File: src/rtl/core/spfl_pkg.sv
// spfl_pkg: shared constants, codes and types of the slot pool allocator
`default_nettype none
package spfl_pkg;

  // pool geometry
  localparam int SLOT_COUNT = 64;
  localparam int SLOT_W     = (SLOT_COUNT > 1) ? $clog2(SLOT_COUNT) : 1;
  localparam int LINK_W     = $clog2(SLOT_COUNT + 1);
  localparam int CNT_W      = $clog2(SLOT_COUNT + 1);

  // field widths of the transactions
  localparam int CMD_W   = 2;
  localparam int IDX_W   = 7;
  localparam int STAT_W  = 3;
  localparam int GRANT_W = 6;
  localparam int USE_W   = 7;
  localparam int GEN_W   = 32;
  localparam int CTR_W   = 32;

  typedef enum logic [CMD_W-1:0] {
    CMD_ACQUIRE = 2'd0,
    CMD_RELEASE = 2'd1,
    CMD_DRAIN   = 2'd2
  } cmd_e;

  typedef enum logic [STAT_W-1:0] {
    STAT_OK         = 3'd0,
    STAT_EMPTY      = 3'd1,
    STAT_SHUTDOWN   = 3'd2,
    STAT_BAD_INDEX  = 3'd3,
    STAT_NOT_USED   = 3'd4,
    STAT_DRAIN_BUSY = 3'd5
  } status_e;

  typedef enum logic [0:0] {
    S_IDLE = 1'b0,
    S_EXEC = 1'b1
  } fsm_e;

  // controller to datapath commands
  typedef struct packed {
    logic capture;  // take the request, launch memory reads
    logic commit;   // update state, load the response register
  } ctl_t;

  typedef struct packed {
    logic               ok;
    status_e            status;
    logic [GRANT_W-1:0] granted_slot;
    logic [GEN_W-1:0]   slot_generation;
    logic [USE_W-1:0]   slots_in_use;
    logic [CTR_W-1:0]   acquire_ok_total;
    logic [CTR_W-1:0]   acquire_fail_total;
    logic [CTR_W-1:0]   release_ok_total;
    logic [CTR_W-1:0]   release_fail_total;
  } rsp_t;

  // saturating increment of a statistics counter
  function automatic logic [CTR_W-1:0] sat_inc(input logic [CTR_W-1:0] v);
    sat_inc = (v == '1) ? v : v + CTR_W'(1);
  endfunction

endpackage
`default_nettype wire

File: src/rtl/core/spfl_req_if.sv
// spfl_req_if: request channel of the slot pool allocator
`default_nettype none
interface spfl_req_if;
  logic       valid;
  logic       ready;
  logic [1:0] cmd;
  logic [6:0] slot_index;
  logic       reopen;

  modport source (output valid, cmd, slot_index, reopen, input ready);
  modport sink   (input valid, cmd, slot_index, reopen, output ready);
endinterface
`default_nettype wire

File: src/rtl/core/spfl_rsp_if.sv
// spfl_rsp_if: response channel of the slot pool allocator
`default_nettype none
interface spfl_rsp_if;
  logic        valid;
  logic        ready;
  logic        ok;
  logic [2:0]  status;
  logic [5:0]  granted_slot;
  logic [31:0] slot_generation;
  logic [6:0]  slots_in_use;
  logic [31:0] acquire_ok_total;
  logic [31:0] acquire_fail_total;
  logic [31:0] release_ok_total;
  logic [31:0] release_fail_total;

  modport source (output valid, ok, status, granted_slot, slot_generation, slots_in_use,
                  acquire_ok_total, acquire_fail_total, release_ok_total,
                  release_fail_total, input ready);
  modport sink   (input valid, ok, status, granted_slot, slot_generation, slots_in_use,
                  acquire_ok_total, acquire_fail_total, release_ok_total,
                  release_fail_total, output ready);
endinterface
`default_nettype wire

File: src/rtl/core/spfl_ram.sv
// spfl_ram: generic single-port ram with registered read
`default_nettype none
module spfl_ram #(
  parameter int WIDTH = 8,
  parameter int DEPTH = 64
) (
  input  wire logic                                          clk_i,
  input  wire logic                                          we_i,
  input  wire logic                                          re_i,
  input  wire logic [((DEPTH > 1) ? $clog2(DEPTH) : 1)-1:0]  addr_i,
  input  wire logic [WIDTH-1:0]                              wdata_i,
  output logic      [WIDTH-1:0]                              rdata_o
);

  logic [WIDTH-1:0] mem_q [DEPTH];

  // write port and registered read
  always_ff @(posedge clk_i) begin
    if (we_i) begin
      mem_q[addr_i] <= wdata_i;
    end
    if (re_i) begin
      rdata_o <= mem_q[addr_i];
    end
  end

endmodule
`default_nettype wire

File: src/rtl/core/spfl_ctrl.sv
// spfl_ctrl: sequencing state machine and response valid of the allocator
`default_nettype none
module spfl_ctrl (
  input  wire logic          clk_i,
  input  wire logic          rst_ni,
  input  wire logic          in_valid_i,
  output logic               in_ready_o,
  input  wire logic          out_ready_i,
  output logic               out_valid_o,
  output spfl_pkg::ctl_t     ctl_o
);
  import spfl_pkg::*;

  fsm_e state_q, state_d;
  logic out_valid_q, out_valid_d;

  // state and response valid registers
  always_ff @(posedge clk_i or negedge rst_ni) begin
    if (!rst_ni) begin
      state_q     <= S_IDLE;
      out_valid_q <= 1'b0;
    end else begin
      state_q     <= state_d;
      out_valid_q <= out_valid_d;
    end
  end

  // next state and commands
  always_comb begin
    state_d     = state_q;
    in_ready_o  = 1'b0;
    ctl_o       = '0;
    case (state_q)
      S_IDLE: begin
        in_ready_o    = 1'b1;
        ctl_o.capture = in_valid_i;
        if (in_valid_i) begin
          state_d = S_EXEC;
        end
      end
      S_EXEC: begin
        // wait for the response register to free up
        if (!out_valid_q || out_ready_i) begin
          ctl_o.commit = 1'b1;
          state_d      = S_IDLE;
        end
      end
      default: state_d = S_IDLE;
    endcase
  end

  // response valid: set on commit, cleared when taken
  always_comb begin
    out_valid_d = out_valid_q;
    if (ctl_o.commit) begin
      out_valid_d = 1'b1;
    end else if (out_ready_i) begin
      out_valid_d = 1'b0;
    end
  end

  assign out_valid_o = out_valid_q;

  a_capture_to_exec: assert property (@(posedge clk_i) disable iff (!rst_ni)
    ctl_o.capture |=> state_q == S_EXEC)
    else $error("capture did not move to exec");

  a_commit_gives_rsp: assert property (@(posedge clk_i) disable iff (!rst_ni)
    ctl_o.commit |=> out_valid_q)
    else $error("commit without a pending response");

  a_no_overwrite: assert property (@(posedge clk_i) disable iff (!rst_ni)
    ctl_o.commit |-> (!out_valid_q || out_ready_i))
    else $error("response overwritten before it was taken");

endmodule
`default_nettype wire

File: src/rtl/core/spfl_dp.sv
// spfl_dp: free list, used bits, generations and counters of the allocator
`default_nettype none
module spfl_dp (
  input  wire logic                   clk_i,
  input  wire logic                   rst_ni,
  input  wire spfl_pkg::ctl_t         ctl_i,
  input  wire logic [1:0]             cmd_i,
  input  wire logic [6:0]             slot_index_i,
  input  wire logic                   reopen_i,
  output spfl_pkg::rsp_t              rsp_o
);
  import spfl_pkg::*;

  // captured request
  logic [CMD_W-1:0]  cmd_q;
  logic [IDX_W-1:0]  idx_q;
  logic              reopen_q;
  logic [SLOT_W-1:0] rd_addr_q;

  // pool state
  logic [LINK_W-1:0]     head_q, head_d;
  logic [CNT_W-1:0]      count_q, count_d;
  logic                  shut_q, shut_d;
  logic [SLOT_COUNT-1:0] used_q, used_d;
  logic [SLOT_COUNT-1:0] link_vld_q, link_vld_d;
  logic [SLOT_COUNT-1:0] gen_vld_q, gen_vld_d;
  logic [CTR_W-1:0]      acq_ok_q, acq_ok_d, acq_fail_q, acq_fail_d;
  logic [CTR_W-1:0]      rel_ok_q, rel_ok_d, rel_fail_q, rel_fail_d;
  rsp_t                  rsp_q, rsp_d;

  // memory ports
  logic              rel_write;
  logic [SLOT_W-1:0] rd_addr, mem_addr;
  logic [LINK_W-1:0] link_rdata, link_next;
  logic [GEN_W-1:0]  gen_rdata, gen_cur, gen_inc;

  // read address: release looks at its slot, everything else at the head
  assign rd_addr  = (cmd_e'(cmd_i) == CMD_RELEASE) ? SLOT_W'(slot_index_i)
                                                    : SLOT_W'(head_q);
  assign mem_addr = ctl_i.commit ? rd_addr_q : rd_addr;

  spfl_ram #(.WIDTH(LINK_W), .DEPTH(SLOT_COUNT)) u_link_ram (
    .clk_i   (clk_i),
    .we_i    (rel_write),
    .re_i    (ctl_i.capture),
    .addr_i  (mem_addr),
    .wdata_i (head_q),
    .rdata_o (link_rdata)
  );

  spfl_ram #(.WIDTH(GEN_W), .DEPTH(SLOT_COUNT)) u_gen_ram (
    .clk_i   (clk_i),
    .we_i    (rel_write),
    .re_i    (ctl_i.capture),
    .addr_i  (mem_addr),
    .wdata_i (gen_inc),
    .rdata_o (gen_rdata)
  );

  // entries not yet written read as their reset value
  assign link_next = link_vld_q[rd_addr_q] ? link_rdata
                                           : LINK_W'(rd_addr_q) + LINK_W'(1);
  assign gen_cur   = gen_vld_q[rd_addr_q] ? gen_rdata : '0;
  assign gen_inc   = gen_cur + GEN_W'(1);

  // command execution
  always_comb begin
    head_d     = head_q;
    count_d    = count_q;
    shut_d     = shut_q;
    used_d     = used_q;
    link_vld_d = link_vld_q;
    gen_vld_d  = gen_vld_q;
    acq_ok_d   = acq_ok_q;
    acq_fail_d = acq_fail_q;
    rel_ok_d   = rel_ok_q;
    rel_fail_d = rel_fail_q;
    rel_write  = 1'b0;
    rsp_d      = '0;
    rsp_d.status = STAT_OK;
    case (cmd_e'(cmd_q))
      CMD_ACQUIRE: begin
        if (shut_q) begin
          rsp_d.status = STAT_SHUTDOWN;
          acq_fail_d   = sat_inc(acq_fail_q);
        end else if (32'(head_q) >= SLOT_COUNT) begin
          rsp_d.status = STAT_EMPTY;
          acq_fail_d   = sat_inc(acq_fail_q);
        end else begin
          head_d                = link_next;
          used_d[rd_addr_q]     = 1'b1;
          count_d               = count_q + CNT_W'(1);
          rsp_d.ok              = 1'b1;
          rsp_d.granted_slot    = GRANT_W'(rd_addr_q);
          rsp_d.slot_generation = gen_cur;
          acq_ok_d              = sat_inc(acq_ok_q);
        end
      end
      CMD_RELEASE: begin
        if (32'(idx_q) >= SLOT_COUNT) begin
          rsp_d.status = STAT_BAD_INDEX;
          rel_fail_d   = sat_inc(rel_fail_q);
        end else if (!used_q[rd_addr_q]) begin
          rsp_d.status = STAT_NOT_USED;
          rel_fail_d   = sat_inc(rel_fail_q);
        end else begin
          used_d[rd_addr_q] = 1'b0;
          if (count_q != '0) begin
            count_d = count_q - CNT_W'(1);
          end
          rel_write               = ctl_i.commit;
          link_vld_d[rd_addr_q]   = 1'b1;
          gen_vld_d[rd_addr_q]    = 1'b1;
          head_d                  = LINK_W'(rd_addr_q);
          rsp_d.ok                = 1'b1;
          rsp_d.slot_generation   = gen_inc;
          rel_ok_d                = sat_inc(rel_ok_q);
        end
      end
      CMD_DRAIN: begin
        shut_d = 1'b1;
        if (count_q == '0) begin
          // rebuild: every link back to its in-order value, used bits already clear
          link_vld_d = '0;
          head_d     = '0;
          count_d    = '0;
          rsp_d.ok   = 1'b1;
        end else begin
          rsp_d.status = STAT_DRAIN_BUSY;
        end
        if (reopen_q) begin
          shut_d = 1'b0;
        end
      end
      default: ;
    endcase
    rsp_d.slots_in_use       = USE_W'(count_d);
    rsp_d.acquire_ok_total   = acq_ok_d;
    rsp_d.acquire_fail_total = acq_fail_d;
    rsp_d.release_ok_total   = rel_ok_d;
    rsp_d.release_fail_total = rel_fail_d;
  end

  // control state
  always_ff @(posedge clk_i or negedge rst_ni) begin
    if (!rst_ni) begin
      head_q     <= '0;
      count_q    <= '0;
      shut_q     <= 1'b0;
      used_q     <= '0;
      link_vld_q <= '0;
      gen_vld_q  <= '0;
      acq_ok_q   <= '0;
      acq_fail_q <= '0;
      rel_ok_q   <= '0;
      rel_fail_q <= '0;
    end else if (ctl_i.commit) begin
      head_q     <= head_d;
      count_q    <= count_d;
      shut_q     <= shut_d;
      used_q     <= used_d;
      link_vld_q <= link_vld_d;
      gen_vld_q  <= gen_vld_d;
      acq_ok_q   <= acq_ok_d;
      acq_fail_q <= acq_fail_d;
      rel_ok_q   <= rel_ok_d;
      rel_fail_q <= rel_fail_d;
    end
  end

  // request capture and response register
  always_ff @(posedge clk_i) begin
    if (ctl_i.capture) begin
      cmd_q     <= cmd_i;
      idx_q     <= slot_index_i;
      reopen_q  <= reopen_i;
      rd_addr_q <= rd_addr;
    end
    if (ctl_i.commit) begin
      rsp_q <= rsp_d;
    end
  end

  assign rsp_o = rsp_q;

  a_count_matches_used: assert property (@(posedge clk_i) disable iff (!rst_ni)
    32'($countones(used_q)) == 32'(count_q))
    else $error("in-use count differs from used bits");

endmodule
`default_nettype wire

File: src/rtl/core/slot_pool_free_list_allocator.sv
// slot_pool_free_list_allocator: top level of the slot pool allocator
//
//   channel | dir | handshake     | payload
//   --------+-----+---------------+------------------------------------------
//   req_i   | in  | valid / ready | cmd, slot_index, reopen
//   rsp_o   | out | valid / ready | ok, status, granted_slot, slot_generation,
//           |     |               | slots_in_use, four saturating totals
//
// each transaction reads the link and generation memories on capture
// (registered read), then updates the pool and loads the response register.
// drain rebuilds the list in that update by clearing per-slot link
// valid bits; there is no clearing pass after reset.
// a pending response does not block the next request; a request stalls in
// its update cycle while the previous response has not been taken.
`default_nettype none
module slot_pool_free_list_allocator (
  input  wire logic   clk_i,
  input  wire logic   rst_ni,
  spfl_req_if.sink    req_i,
  spfl_rsp_if.source  rsp_o
);
  import spfl_pkg::*;

  ctl_t ctl;
  rsp_t rsp;

  // sequencing
  spfl_ctrl u_ctrl (
    .clk_i       (clk_i),
    .rst_ni      (rst_ni),
    .in_valid_i  (req_i.valid),
    .in_ready_o  (req_i.ready),
    .out_ready_i (rsp_o.ready),
    .out_valid_o (rsp_o.valid),
    .ctl_o       (ctl)
  );

  // pool state and response
  spfl_dp u_dp (
    .clk_i        (clk_i),
    .rst_ni       (rst_ni),
    .ctl_i        (ctl),
    .cmd_i        (req_i.cmd),
    .slot_index_i (req_i.slot_index),
    .reopen_i     (req_i.reopen),
    .rsp_o        (rsp)
  );

  // response fields
  assign rsp_o.ok                 = rsp.ok;
  assign rsp_o.status             = rsp.status;
  assign rsp_o.granted_slot       = rsp.granted_slot;
  assign rsp_o.slot_generation    = rsp.slot_generation;
  assign rsp_o.slots_in_use       = rsp.slots_in_use;
  assign rsp_o.acquire_ok_total   = rsp.acquire_ok_total;
  assign rsp_o.acquire_fail_total = rsp.acquire_fail_total;
  assign rsp_o.release_ok_total   = rsp.release_ok_total;
  assign rsp_o.release_fail_total = rsp.release_fail_total;

endmodule
`default_nettype wire

File: src/flat_wrapper.sv
// flat-port wrapper written by rule: the top's interface ports become plain ports
module slot_pool_free_list_allocator_flat import spfl_pkg::*;
  (clk_i, rst_ni, req_i_valid, req_i_cmd, req_i_slot_index, req_i_reopen, req_i_ready, rsp_o_valid, rsp_o_ok, rsp_o_status, rsp_o_granted_slot, rsp_o_slot_generation, rsp_o_slots_in_use, rsp_o_acquire_ok_total, rsp_o_acquire_fail_total, rsp_o_release_ok_total, rsp_o_release_fail_total, rsp_o_ready);
  spfl_req_if req_i_i ();
  spfl_rsp_if rsp_o_i ();
  input  wire logic clk_i;
  input  wire logic rst_ni;
  input wire logic [$bits(req_i_i.valid)-1:0] req_i_valid;
  input wire logic [$bits(req_i_i.cmd)-1:0] req_i_cmd;
  input wire logic [$bits(req_i_i.slot_index)-1:0] req_i_slot_index;
  input wire logic [$bits(req_i_i.reopen)-1:0] req_i_reopen;
  output wire logic [$bits(req_i_i.ready)-1:0] req_i_ready;
  output wire logic [$bits(rsp_o_i.valid)-1:0] rsp_o_valid;
  output wire logic [$bits(rsp_o_i.ok)-1:0] rsp_o_ok;
  output wire logic [$bits(rsp_o_i.status)-1:0] rsp_o_status;
  output wire logic [$bits(rsp_o_i.granted_slot)-1:0] rsp_o_granted_slot;
  output wire logic [$bits(rsp_o_i.slot_generation)-1:0] rsp_o_slot_generation;
  output wire logic [$bits(rsp_o_i.slots_in_use)-1:0] rsp_o_slots_in_use;
  output wire logic [$bits(rsp_o_i.acquire_ok_total)-1:0] rsp_o_acquire_ok_total;
  output wire logic [$bits(rsp_o_i.acquire_fail_total)-1:0] rsp_o_acquire_fail_total;
  output wire logic [$bits(rsp_o_i.release_ok_total)-1:0] rsp_o_release_ok_total;
  output wire logic [$bits(rsp_o_i.release_fail_total)-1:0] rsp_o_release_fail_total;
  input wire logic [$bits(rsp_o_i.ready)-1:0] rsp_o_ready;
  assign req_i_i.valid = req_i_valid;
  assign req_i_i.cmd = req_i_cmd;
  assign req_i_i.slot_index = req_i_slot_index;
  assign req_i_i.reopen = req_i_reopen;
  assign req_i_ready = req_i_i.ready;
  assign rsp_o_valid = rsp_o_i.valid;
  assign rsp_o_ok = rsp_o_i.ok;
  assign rsp_o_status = rsp_o_i.status;
  assign rsp_o_granted_slot = rsp_o_i.granted_slot;
  assign rsp_o_slot_generation = rsp_o_i.slot_generation;
  assign rsp_o_slots_in_use = rsp_o_i.slots_in_use;
  assign rsp_o_acquire_ok_total = rsp_o_i.acquire_ok_total;
  assign rsp_o_acquire_fail_total = rsp_o_i.acquire_fail_total;
  assign rsp_o_release_ok_total = rsp_o_i.release_ok_total;
  assign rsp_o_release_fail_total = rsp_o_i.release_fail_total;
  assign rsp_o_i.ready = rsp_o_ready;
  slot_pool_free_list_allocator u_core (.clk_i(clk_i), .rst_ni(rst_ni), .req_i(req_i_i), .rsp_o(rsp_o_i));
endmodule
File: config.mk
export PLATFORM = sky130hd
export DESIGN_NAME = slot_pool_free_list_allocator_flat
export DESIGN_NICKNAME = d
export VERILOG_FILES = /design/src/rtl/core/spfl_pkg.sv /design/src/rtl/core/spfl_req_if.sv /design/src/rtl/core/spfl_rsp_if.sv /design/src/rtl/core/spfl_ram.sv /design/src/rtl/core/spfl_ctrl.sv /design/src/rtl/core/spfl_dp.sv /design/src/rtl/core/slot_pool_free_list_allocator.sv /design/src/flat_wrapper.sv
export SDC_FILE = /design/constraint.sdc
export NUM_CORES = 2
export LEC_CHECK = 0
export BUFFER_PORTS_ARGS = -buffer_cell sky130_fd_sc_hd__clkbuf_2
export CORE_MARGIN = 2
export CORE_UTILIZATION = 55
export DETAILED_ROUTE_END_ITERATION = 10
export PLACE_DENSITY = 0.71
export SETUP_SLACK_MARGIN = 0.1
export SYNTH_ARGS = -nofsm -noshare
export SYNTH_HDL_FRONTEND = slang
export SYNTH_HIERARCHICAL = 1
export SYNTH_SLANG_ARGS = --single-unit
File: constraint.sdc
create_clock -name clk_i -period 7.9 [get_ports clk_i]
set_clock_uncertainty 0.15 [all_clocks]
set_input_delay 0.79 -clock clk_i [delete_from_list [all_inputs] [get_ports clk_i]]
set_output_delay 0.79 -clock clk_i [all_outputs]
set_load 0.01 [all_outputs]
; ---- Word level (Yosys, flattened, before mapping)
; Memories as Yosys holds them, arrays and structs flattened. A register that Yosys moved wholly into a read port is not among the register bits.
; Cells that the tools add are included.
[totals]
output_inout_bits = 179
n_memories = 2
ram_bits = 2496
register_bits = 530
in_bits = 14
[mem_list]
columns = name, depth, word_bits, rd, rd_ports_with_merged_regs, wr, line_no
row1 = u_core.u_dp.u_gen_ram.mem_q, 64, 32, 1, 1, 1, spfl_ram.sv:15  ; logic [WIDTH-1:0] mem_q [DEPTH];
row2 = u_core.u_dp.u_link_ram.mem_q, 64, 7, 1, 1, 1, spfl_ram.sv:15
[classes]
n_bitwise = 8
n_addsub = 8
n_mux = 81
eq_ne = 12
reduce_logical = 16
n_lt_le_gt_ge = 4
[ops]
columns = op, count
row1 = $mux 32, 21
row2 = $mux 64, 7
row3 = $pmux 64 s2, 2
row4 = $or 64x64->64, 3
row5 = $add 32x1->32 const B, 5
row6 = $eq 32x32->1 const B, 4
row7 = $mux 7, 12
row8 = $and 64x64->64, 1
row9 = $not 64->64, 1
row10 = $pmux 32 s2, 1
row11 = $pmux 7 s3, 2
row12 = $mux 1, 24
row13 = $bmux 1 s6, 3
row14 = $ge 7x7->1 const B, 2
row15 = $mux 6, 2
row16 = $pmux 4 s3, 1
row17 = $ne 2x2->1 const B, 5
row18 = $mux 3, 3
row19 = $add 6x1->7 const B, 1
row20 = $add 7x1->7 const B, 1
row21 = $logic_not 7->1, 1
row22 = $lt 6x7->1 const B, 1
row23 = $reduce_and 7->1, 1
row24 = $reduce_bool 7->1, 1
row25 = 19 further kinds, 24

; ---- Longest topological paths before layout
[depth]
word_depth = 9
depth_mapped = 21
ltp_nobuf = 16

; ---- By module
; The synthesis kept the hierarchy.
[by_module_without_submodules]
columns = module, seq_area_each_um2, area_per_inst_um2, cells_per_inst, instances
row1 = spfl_ram at u_core.u_dp.u_gen_ram, 62459.9, 79248.5, 4239, 1
row2 = spfl_dp, 13998.4, 25440.6, 2392, 1
row3 = spfl_ram at u_core.u_dp.u_link_ram, 13663.1, 17802.1, 1033, 1
row4 = spfl_ctrl, 50.0, 101.3, 9, 1

; ---- Worst setup path before layout
; No wires, ideal clock.
[synth_timing]
kind = input to register
start = input rsp_o_ready
end = memory u_core/u_dp/u_gen_ram/mem_q[12][0] (netlist name), enable pin
setup_time_ns = 0.421
n_path_buf = 10
stages = 16
required_ns = 7.329
arrival_time_ns = 6.553
path_slack_ns = 0.776
path_cell_list = nand2b_4 > and2_1 > buf_4 > clkbuf_1 > clkbuf_1 > clkbuf_1 > nor2_1 > a21oi_1 > buf_2 > buf_2 > buf_2 > buf_2 > buf_2 > buf_2 > nand3_1 > nor2_1
[synth_lines]
columns = element, line_no
row1 = start: declaration, flat_wrapper.sv:23  ; input wire logic [$bits(rsp_o_i.ready)-1:0] rsp_o_ready;
row2 = end: declaration, spfl_ram.sv:15

; ---- Worst setup path after layout
[layout_timing]
start = register u_core.u_dp.rd_addr_q[0]
end = memory u_core/u_dp/u_gen_ram/mem_q[17][24] (netlist name), data pin
[layout_between]
elab_chain_len = 4
[layout_lines]
columns = element, line_no
row1 = start: declaration, spfl_dp.sv:18  ; logic [SLOT_W-1:0] rd_addr_q;
row2 = start signal: assignment, spfl_dp.sv:177  ; rd_addr_q <= rd_addr;
row3 = $bmux 1 s6, spfl_dp.sv:63  ; assign gen_cur = gen_vld_q[rd_addr_q] ? gen_rdata : '0;
row4 = $mux 1 (implied by the code), spfl_dp.sv:63
row5 = $mux 32, spfl_dp.sv:63
row6 = $add 32x1->32, spfl_dp.sv:64  ; assign gen_inc = gen_cur + GEN_W'(1);
row7 = named net u_core.u_dp.gen_inc[24], spfl_dp.sv:35  ; logic [GEN_W-1:0] gen_rdata, gen_cur, gen_inc;
; The timed path passes the listed nets, and every way through them passes these cells. The select of a mux whose other input is x is not followed.

==> metrics.csv <==
stage,metric,value,unit
sta,slew_headroom,12.3,%
critical_path,cp_cell_sequence,"nor2b_1, buf_4, a221oi_1, nor2_1, nor2_1, o22ai_1, nor3_4, nor2b_1, ha_2, nand3_1, nor2_1, nand3_1, nor2_1, nand3_1, nor3_1, xnor2_1, nor2_4, buf_4",
yosys,synth-edff-count,2722,
floorplanning,coreArea,222000,sq um
power,combPwrFrac,26.1,%
place,place_hpwl,204,mm
drt,first_pass_iters,7,
cells_and_area,nFillCells,15500,
place,dp_cells,10600,
yosys,synth_flop_cell,edfxtp_1,
status,status,finished clean,
critical_path,slowest_stage,edfxtp_1,
clock_tree,cts.sinks,3059,
place,io_buffers,192,
sta,rsz0062_at_grt,false,
power,p_sw_share,32.3,%
critical_path,crit_path_max_fanout,42,
floorplanning,die-area,227000,sq um
flow_run,drv_cap,0,
clock_tree,cts_buffers,320,
global_routing,antenna_found_initial,18,
critical_path,end_kind,flip-flop,
clock_tree,clockBufferDepth,4,
drt,wl_per_cell,30.8,um
clock_tree,tritoncts,built,
sta,fin_setup_tns,0,ns
critical_path,crit_required,8.41,ns
sta,slew_viol_final,0,
sta,min_period_over_period,83.7,%
cells_and_area,stdcell_count,11100,
yosys,seq_area_frac_synth,73.6,%
floorplanning,row_count,173,
critical_path,critPathMaxStageDelay,0.73,ns
floorplanning,io_pins,193,
yosys,ys_ff_latch,3059,
power,vdd_drop_max,268,uV
drt,via_count,74800,
cells_and_area,area_growth,12.6,%
power,power_density,337,nW/um^2
global_routing,grt_use_total,29.6,%
power,intPower,31.5,mW
floorplanning,chipWidth,476,um
floorplanning,dieHeight,476,um
critical_path,cpMostUsedCell,nor2_1,
critical_path,crit_arrival,7.12,ns
worst_hold_path,hp-class,in -> reg,
global_routing,grt_pass1_wl,497,mm
clock_tree,cts_max_level,5,
sta,hold_violations,0,
sta,tightest_slew,1.31,ns
cells_and_area,fin_nets,7936,
drt,drcViolationCount,0,
yosys,avgSynthCellArea,16.0,sq um
yosys,ys_warn_count,6,
clock_tree,cts.clk_slew.worst_paths,0.06,ns
place,placed_area,128000,sq um
place,place_ws,1.47,ns
yosys,synth_cell_types,92,
global_routing,overflow,0,
drt,postRouteAntennaNets,0,
global_routing,grt_max_degree,134,
clock_tree,insertion_delay,0.96,ns
drt,vias_per_cell,6.72,
yosys,synthTopCellsByCount,"2722 x edfxtp_1, 503 x nor2_1, 343 x mux2i_1",
clock_tree,postCtsSetupBuffers,0,
global_routing,grt_pass1_vias,71800,
power,seq_power_share,42.4,%
yosys,synth_top_cell_by_area,edfxtp_1,
yosys,synth_most_common_cell,edfxtp_1,
floorplanning,start_util,55.3,%
yosys,async_reset_ff_share,11.0,%
sta,setup_slack,1.29,ns
power,p_sw,15.0,mW
place,gpl.final_weighted_congestion,0.963,
cells_and_area,final_area,138000,sq um
power,p_clk_share,31.6,%
drt,drt-total-wl,343,mm
yosys,syn-num-nets,7700,
drt,drt-initial-drc-count,11000,
critical_path,worst-setup-path-type,reg -> reg,
yosys,synthCells,7673,
sta,timing.fmax,151,MHz
power,power_leakage,47.9,nW
yosys,synthTopCellsByArea,"edfxtp_1 67%, dfrtp_1 6.9%, mux2i_1 2.8%",
critical_path,start_kind,flip-flop,
sta,finalCriticalPeriod,6.61,ns
sta,finalSetupViolations,0,
yosys,yosysTopAreaCellShare,66.7,%
yosys,syn_area,123000,sq um
clock_tree,root_buffer,clkbuf_16,
cells_and_area,final_layout_size_suffix_gt1_share,16.6,%
==> sequential cells by signal (all words and copies together), names as in the netlist, 7 cells and up, named ones only <==
name	flops
u_core/u_dp/u_gen_ram/mem_q	2048
u_core/u_dp/u_link_ram/mem_q	448
u_core/u_dp/rsp_o	177
u_core/u_dp/gen_vld_q	64
u_core/u_dp/link_vld_q	64
u_core/u_dp/acq_fail_q	32
u_core/u_dp/acq_ok_q	32
u_core/u_dp/rel_fail_q	32
u_core/u_dp/rel_ok_q	32
u_core/u_dp/u_gen_ram/rdata_o	32
u_core/u_dp/count_q	7
u_core/u_dp/head_q	7
u_core/u_dp/u_link_ram/rdata_o	7
==> power by group through the flow <==
stage	Sequential [mW]	Combinational, mW	Clock [mW]
finish	19.7	12.1	14.7
global route	19.7	12.5	15.4
CTS	19.7	11.8	14.8
detailed placement	20.0	11.7	0
global placement	20.0	11.5	0
floorplan	20.0	6.79	0
==> kinds of logic (layout without fill, tap and decap cells) <==
logic type               after synthesis  count (layout)  synth area share, %
buffers and inverters                562            1032                 2.09
multiplexers                         666             666                 6.90
XOR/XNOR                             282             282                 2.01
other                                  0              10                    0
AO/OA/AOI/OAI                       1669            1669                 9.60
flip-flops                          3059            3059                 73.6
AND/OR/NAND/NOR                     1422            1422                 5.70
adder cells (fa/ha/maj)               13              13                0.133
==> metrics by stage <==
stage	util, %	power [mW]	hold slack [ns]
finish	62.2	46.5	0.0775
global route	62.2	47.6	0.0489
CTS	62.2	46.2	0.0259
detailed placement	57.6	31.7	0.293
global placement	57.6	31.5	0.290
floorplan	-	26.8	0.265
==> critical path: cells and delay by family (launching register included) <==
family / cells / cell delay [ns]
simple gates: 12 / 3.71
buf+inv: 2 / 0.84
flops: 1 / 0.73
compound gates: 2 / 0.40
fa+ha+maj: 1 / 0.31
xor+xnor: 1 / 0.17
==> layer usage <==
metal	GRT usage, %	wire length (um)	up-vias
li1	-	-	31000
met1	41.7	127000	37700
met2	43.7	153000	5230
met3	6.80	43000	915
met4	14.8	19400	10
met5	0	72	-
==> final timing paths <==
check / depth (start not counted) / endpoint / from / slack, ns
worst min register to register: 1 / u_core/u_dp/gen_vld_q[6] / u_core/u_dp/gen_vld_q[6] / 0.30
worst max-delay path: 18 / u_core/u_dp/u_gen_ram/mem_q[17][24] / u_core/u_dp/rd_addr_q[0] / 1.29
worst min-delay path: 2 / u_core/u_dp/rd_addr_q[3] / req_i_slot_index[3] / 0.08
worst max register to register: 18 / u_core/u_dp/u_gen_ram/mem_q[17][24] / u_core/u_dp/rd_addr_q[0] / 1.29
max in group asynchronous: 3 / u_core/u_dp/head_q[6] / rst_ni / 5.85
min in group asynchronous: 2 / u_core/u_dp/acq_ok_q[14] / rst_ni / 0.28
==> final cells by class <==
type	instances	area [sq um]	share of cell area (%)
clock buffer	405	8640	6.26
antenna	10	25.0	0.0181
inverter	30	120	0.0870
multi-input combinational	4052	30800	22.3
clock inverter	151	1480	1.08
timing repair buffer	446	3080	2.23
tap	2975	3720	2.70
sequential	3059	90200	65.3
==> what timing repair did <==
item,4_1_cts,5_1_grt
hold buffers,6,0
hold endpoints to repair,101,0
setup endpoints to repair,0,0
resized for setup,0,0
==> cell usage in the layout, fill, tap and decap left out, types with 24 or more instances in the layout <==
cell / count
a211oi_1: 24
a21o_1: 65
a21oi_1: 328
a221oi_1: 245
a22o_1: 83
a22oi_1: 270
a31oi_1: 126
and2_1: 25
and3_1: 136
buf_4: 233
bufinv_16: 29
clkbuf_1: 66
clkbuf_16: 331
clkbuf_2: 191
clkinv_1: 59
clkinv_2: 47
dfrtp_1: 330
edfxtp_1: 2722
mux2_2: 197
mux2i_1: 343
mux4_2: 115
nand2_1: 251
nand2b_1: 25
nand3_1: 162
nand4_1: 49
nor2_1: 403
nor2_4: 97
nor3_1: 82
nor4_1: 25
o21ai_0: 147
o22a_1: 74
o22ai_1: 126
xnor2_1: 195
xor2_1: 86
No activity file was read; power rests on OpenSTA's default activity.
